--- src/rtl/rlwts_pkg.sv ---
// ----------------------------------------------------------------------------
// rlwts_pkg
// shared types, constants and helpers of the reservation/limit/weight scheduler
// ----------------------------------------------------------------------------
package rlwts_pkg;

  localparam int TENANTS_DEF = 16;
  localparam int PENDING_DEF = 64;

  localparam int TAG_W   = 48;
  localparam int RATE_W  = 16;
  localparam int DIV_NW  = 42;   // dividend / quotient width of the divider
  localparam int PROD_W  = 26;   // 1000 * 16-bit count

  localparam logic [TAG_W-1:0]  TAG_MAX      = {TAG_W{1'b1}};
  localparam logic [TAG_W-1:0]  MS_ONE       = 48'd65536;
  localparam logic [TAG_W-1:0]  REBASE_LIMIT = 48'd655;
  localparam logic [9:0]        MS_PER_S     = 10'd1000;

  localparam logic REG_RRATE = 1'b0;
  localparam logic REG_LRATE = 1'b1;

  localparam logic [1:0] STAT_QUEUED  = 2'd0;
  localparam logic [1:0] STAT_DROPPED = 2'd1;
  localparam logic [1:0] STAT_GRANTED = 2'd2;
  localparam logic [1:0] STAT_NONE    = 2'd3;

  localparam logic REQ_INSERT   = 1'b0;
  localparam logic REQ_SCHEDULE = 1'b1;

  localparam logic METHOD_RES    = 1'b0;
  localparam logic METHOD_WEIGHT = 1'b1;

  typedef struct packed {
    logic        req_type;
    logic [3:0]  tenant;
    logic [15:0] request_id;
    logic [15:0] rho;
    logic [15:0] delta;
    logic [31:0] now_ms;
  } in_t;

  typedef struct packed {
    logic [1:0]  status;
    logic [15:0] granted_id;
    logic [3:0]  granted_tenant;
    logic        method;
  } out_t;

  typedef struct packed {
    logic [15:0]      request;
    logic [3:0]       tenant;
    logic [TAG_W-1:0] rtag;
    logic [TAG_W-1:0] ltag;
    logic [TAG_W-1:0] ptag;
  } slot_t;

  typedef enum logic [3:0] {
    ST_IDLE, ST_FREE, ST_RDIV, ST_LDIV, ST_PMIN, ST_PSUB, ST_PUPD, ST_WRITE,
    ST_SCAN, ST_DRAIN, ST_DECIDE, ST_DDIV, ST_DEC, ST_DECEND, ST_OUT
  } state_e;

  function automatic logic [TAG_W-1:0] sat_add(input logic [TAG_W-1:0] a,
                                               input logic [TAG_W-1:0] b);
    logic [TAG_W:0] s;
    s = {1'b0, a} + {1'b0, b};
    return s[TAG_W] ? TAG_MAX : s[TAG_W-1:0];
  endfunction

  function automatic logic [TAG_W-1:0] tag_max(input logic [TAG_W-1:0] a,
                                               input logic [TAG_W-1:0] b);
    return (a > b) ? a : b;
  endfunction

endpackage

--- src/rtl/rlwts_div.sv ---
// ----------------------------------------------------------------------------
// rlwts_div
// restoring divider, one quotient bit per cycle
// ----------------------------------------------------------------------------
module rlwts_div (
  input  logic                                clk_i,
  input  logic                                rst_ni,
  input  logic                                start_i,
  input  logic [rlwts_pkg::DIV_NW-1:0]        dividend_i,
  input  logic [rlwts_pkg::RATE_W-1:0]        divisor_i,
  output logic                                busy_o,
  output logic                                done_o,
  output logic [rlwts_pkg::DIV_NW-1:0]        quot_o
);
  import rlwts_pkg::*;

  localparam int CW = $clog2(DIV_NW + 1);

  logic [DIV_NW-1:0] work_q;
  logic [RATE_W-1:0] rem_q, dvs_q;
  logic [CW-1:0]     cnt_q;
  logic              busy_q, done_q;
  logic [RATE_W:0]   trial;
  logic              fits;

  assign trial = {rem_q, work_q[DIV_NW-1]};
  assign fits  = trial >= {1'b0, dvs_q};

  always_ff @(posedge clk_i or negedge rst_ni) begin
    if (!rst_ni) begin
      busy_q <= 1'b0;
      done_q <= 1'b0;
      cnt_q  <= '0;
    end else begin
      done_q <= 1'b0;
      if (start_i) begin
        busy_q <= 1'b1;
        cnt_q  <= CW'(DIV_NW);
      end else if (busy_q) begin
        cnt_q <= cnt_q - 1'b1;
        if (cnt_q == CW'(1)) begin
          busy_q <= 1'b0;
          done_q <= 1'b1;
        end
      end
    end
  end

  always_ff @(posedge clk_i) begin
    if (start_i) begin
      work_q <= dividend_i;
      rem_q  <= '0;
      dvs_q  <= divisor_i;
    end else if (busy_q) begin
      rem_q  <= fits ? RATE_W'(trial - {1'b0, dvs_q}) : trial[RATE_W-1:0];
      work_q <= {work_q[DIV_NW-2:0], fits};
    end
  end

  assign busy_o = busy_q;
  assign done_o = done_q;
  assign quot_o = work_q;

endmodule
--- config.mk ---
export PLATFORM = sky130hd
export DESIGN_NAME = rlwts_div
export DESIGN_NICKNAME = d
export VERILOG_FILES = /design/src/rtl/rlwts_pkg.sv /design/src/rtl/rlwts_div.sv
export SDC_FILE = /design/constraint.sdc
export NUM_CORES = 1
export LEC_CHECK = 0
export BUFFER_PORTS_ARGS = -buffer_cell sky130_fd_sc_hd__buf_2
export CAP_MARGIN = 0
export CORE_MARGIN = 8
export CORE_UTILIZATION = 42
export DETAILED_ROUTE_END_ITERATION = 16
export GPL_ROUTABILITY_DRIVEN = 1
export GPL_TIMING_DRIVEN = 0
export PLACE_DENSITY = 0.8
export SLEW_MARGIN = 10
export SYNTH_ARGS = -nofsm -noshare
export SYNTH_HDL_FRONTEND = slang
export SYNTH_SLANG_ARGS = --single-unit
--- constraint.sdc ---
create_clock -name clk_i -period 2.4 [get_ports clk_i]
set_clock_uncertainty 0.05 [all_clocks]
set_input_delay 0.48 -clock clk_i [delete_from_list [all_inputs] [get_ports clk_i]]
set_output_delay 0.48 -clock clk_i [all_outputs]
set_load 0.1 [all_outputs]
==> qor.yml <==
status: "complete, but fails checks"
violations: "negative setup slack"
yosys.cell_types.count: 55
insertion_delay_ns: 0.36
worst-path-buf-inv: 2
grt_max_degree: 22
cts-root-buf: "clkbuf_8"
fin_ws_ns: -0.09977
grt_pass1_vias: 3470
async_flop_share_pct: 9.756
fin_cells: 622
path_class: "reg -> reg"
cp.required_ns: 2.64
power.density_nw_per_um2: 1032
htreeDepth: 3
pin_count: 105
grt_overflow: 0
numCtsBuffers: 9
hp-class: "in -> reg"
cts.path.max_buffers: 2
initial_core_util_pct: 43.43
synth_flop_cell: "edfxtp_1"
drt-total-wl_mm: 10.97
cts_tree: "built"
drt-initial-drc-count: 209
grt_usage_pct: 16.35
fillers: 852
netlist_area_sq_um: 4264
cpMaxStageDelayCell: "o31ai_4"
core_area_sq_um: 9819
final_cell_mix: "buf_2 (105), edfxtp_1 (58), mux2_2 (42)"
syn_nets: 437
cp_top_family: "compound AO/OA/AOI/OAI gates"
route.detailed.drc: 0
numPortBuffers: 104
crit_path_max_fanout: 5
rows: 36
slew_headroom_pct: 61.86
worstPathArrival_ns: 2.74
antenna_found_initial: 0
grt_pass1_wl_mm: 17.06
setup.worst_path.start_class: "flop"
cp_cell_sequence: "inv_2, ha_4, nor2b_4, o211ai_1, a21boi_2, a21oi_4, o31ai_4, buf_4, mux2_4, a211oi_2"
finalCritPeriodShare_pct: 104.2
die_x_um: 116.8
place_congestion: 0.9587
area_delta_synth_final_pct: 28.73
final_common_cell: "buf_2"
total_leakage_power_nw: 2.278
max_cap_viol_count: 0
antenna_left: 0
dieHeight_um: 116.8
max_freq_ghz: 0.4000
routedWlPerCell_um: 17.64
dr.pass1.iters: 4
synth-seq-cells: 82
setup_tns_ns: -0.2581
min_period_ns: 2.500
end_kind: "flop"
grt_setup_unrepaired: "yes"
utilization_pct: 55.90
cts.clk_slew.worst_paths_ns: 0.08
via_count: 3306
syn_area_per_cell_sq_um: 11.94
final_area_sq_um: 5489
clock-sinks: 82
dp_cells: 594
layout-drive-gt1-share_pct: 44.17
num_antenna_cells: 0
place_ws_ns: -0.7435
place_hpwl_mm: 7.839
via_per_inst: 5.315
synth_edf_count: 58
yosysWarnings: 0
hold_viol: 0
place_area_sq_um: 5002
synth_cells: 357
irDropWorstVdd_uv: 665.8
dieArea_sq_um: 13630
tightest_slew_ns: 0.5641
max_stage_delay_ns: 0.39
slew_viol_final: 0
seq_area_frac_synth_pct: 53.05
setup_viol: 6
nets: 564
[flip-flops by register name (all words and copies together) (netlist names)]
signal,cells
dvs_q,16
done_o,1
cnt_q,6
quot_o,42
rem_q,16
busy_o,1
[cell usage after synthesis (all sizes together), types with 2 or more instances]
cell type	count	area share (%)
edfxtp	58	41
mux2	43	11
nand2	26	2.3
inv	23	2.0
nor2	22	1.9
ha	18	5.3
dfxtp	16	7.5
a21oi	15	1.8
buf	14	1.8
o21ai	14	1.6
xnor2	14	2.9
mux2i	10	2.3
dfrtp	8	4.7
nand3	6	0.70
nand4	6	1.0
a211oi	5	1.0
clkbuf	5	0.44
nand2b	4	0.59
nor2b	4	0.59
o211ai	4	0.70
o21a	4	0.70
nor3	3	0.35
a21o	2	0.35
a31oi	2	0.29
and2	2	0.29
and3	2	0.29
nand3b	2	0.35
nor3b	2	0.35
nor4	2	0.29
o21bai	2	0.35
o31ai	2	0.47
[where the power goes]
part	switching (mW)	total, mW	internal (mW)
Clock	0.499	0.971	0.472
Combinational	1.67	2.76	1.09
Sequential	0.179	1.93	1.76
[routing by layer]
layer / up-vias / routed length [um] / GRT usage (%)
li1: 1565 / - / -
met1: 1565 / 4296 / 17.98
met2: 155 / 5198 / 26.27
met3: 21 / 1230 / 8.118
met4: 0 / 244 / 6.997
met5: - / 0 / 0
[metrics by stage]
| stage | hold slack, ns | power, mW |
|---|---|---|
| floorplan | 0.1344 | 3.804 |
| global placement | 0.2775 | 4.180 |
| detailed placement | 0.2749 | 4.247 |
| CTS | 0.2306 | 5.393 |
| global route | 0.2260 | 5.935 |
| finish | 0.2427 | 5.665 |
[worst paths after layout]
| path | startpoint | slack (ns) | end | depth (start not counted) |
|---|---|---|---|---|
| setup / recovery | dvs_q[1] | -0.1 | rem_q[0] | 10 |
| hold / removal | divisor_i[11] | 0.24 | dvs_q[11] | 1 |
| setup reg to reg | dvs_q[1] | -0.1 | rem_q[0] | 10 |
| hold reg to reg | rem_q[11] | 0.43 | rem_q[11] | 2 |
| max in group asynchronous | rst_ni | 1.65 | busy_o | 2 |
| min in group asynchronous | rst_ni | 0.47 | cnt_q[2] | 2 |
[cell type report]
cell class	count	area, sq um	share of cell area [%]
Buffer	14	80.08	1.459
Clock buffer	10	127.6	2.325
Clock inverter	6	57.56	1.049
Inverter	23	90.09	1.641
Multi-Input combinational cell	233	2038	37.13
Sequential cell	82	2263	41.24
Tap cell	133	166.4	3.032
Timing Repair Buffer	120	658.1	11.99
Timing Repair inverter	1	7.507	0.1368
[cells by family after synthesis]
kind of cell               count (synthesis)  synth area share [%]
and+or+nand+nor                           85                 9.859
AOI/OAI and AO/OA                         61                 10.24
xor gates and xnor gates                  15                 3.081
buffers and inverters                     42                 4.225
DFF                                       82                 53.05
muxes                                     53                 13.79
adders and majority gates                 19                 5.751
[what timing repair did]
action,CTS,global route
endpoints found under the setup margin,57,17
gates cloned,2,0
setup buffers,7,8
hold endpoints to repair,8,0
pin swaps,3,13
hold buffers,1,0
resized for setup,17,25
No activity file was read; power rests on OpenSTA's default activity.
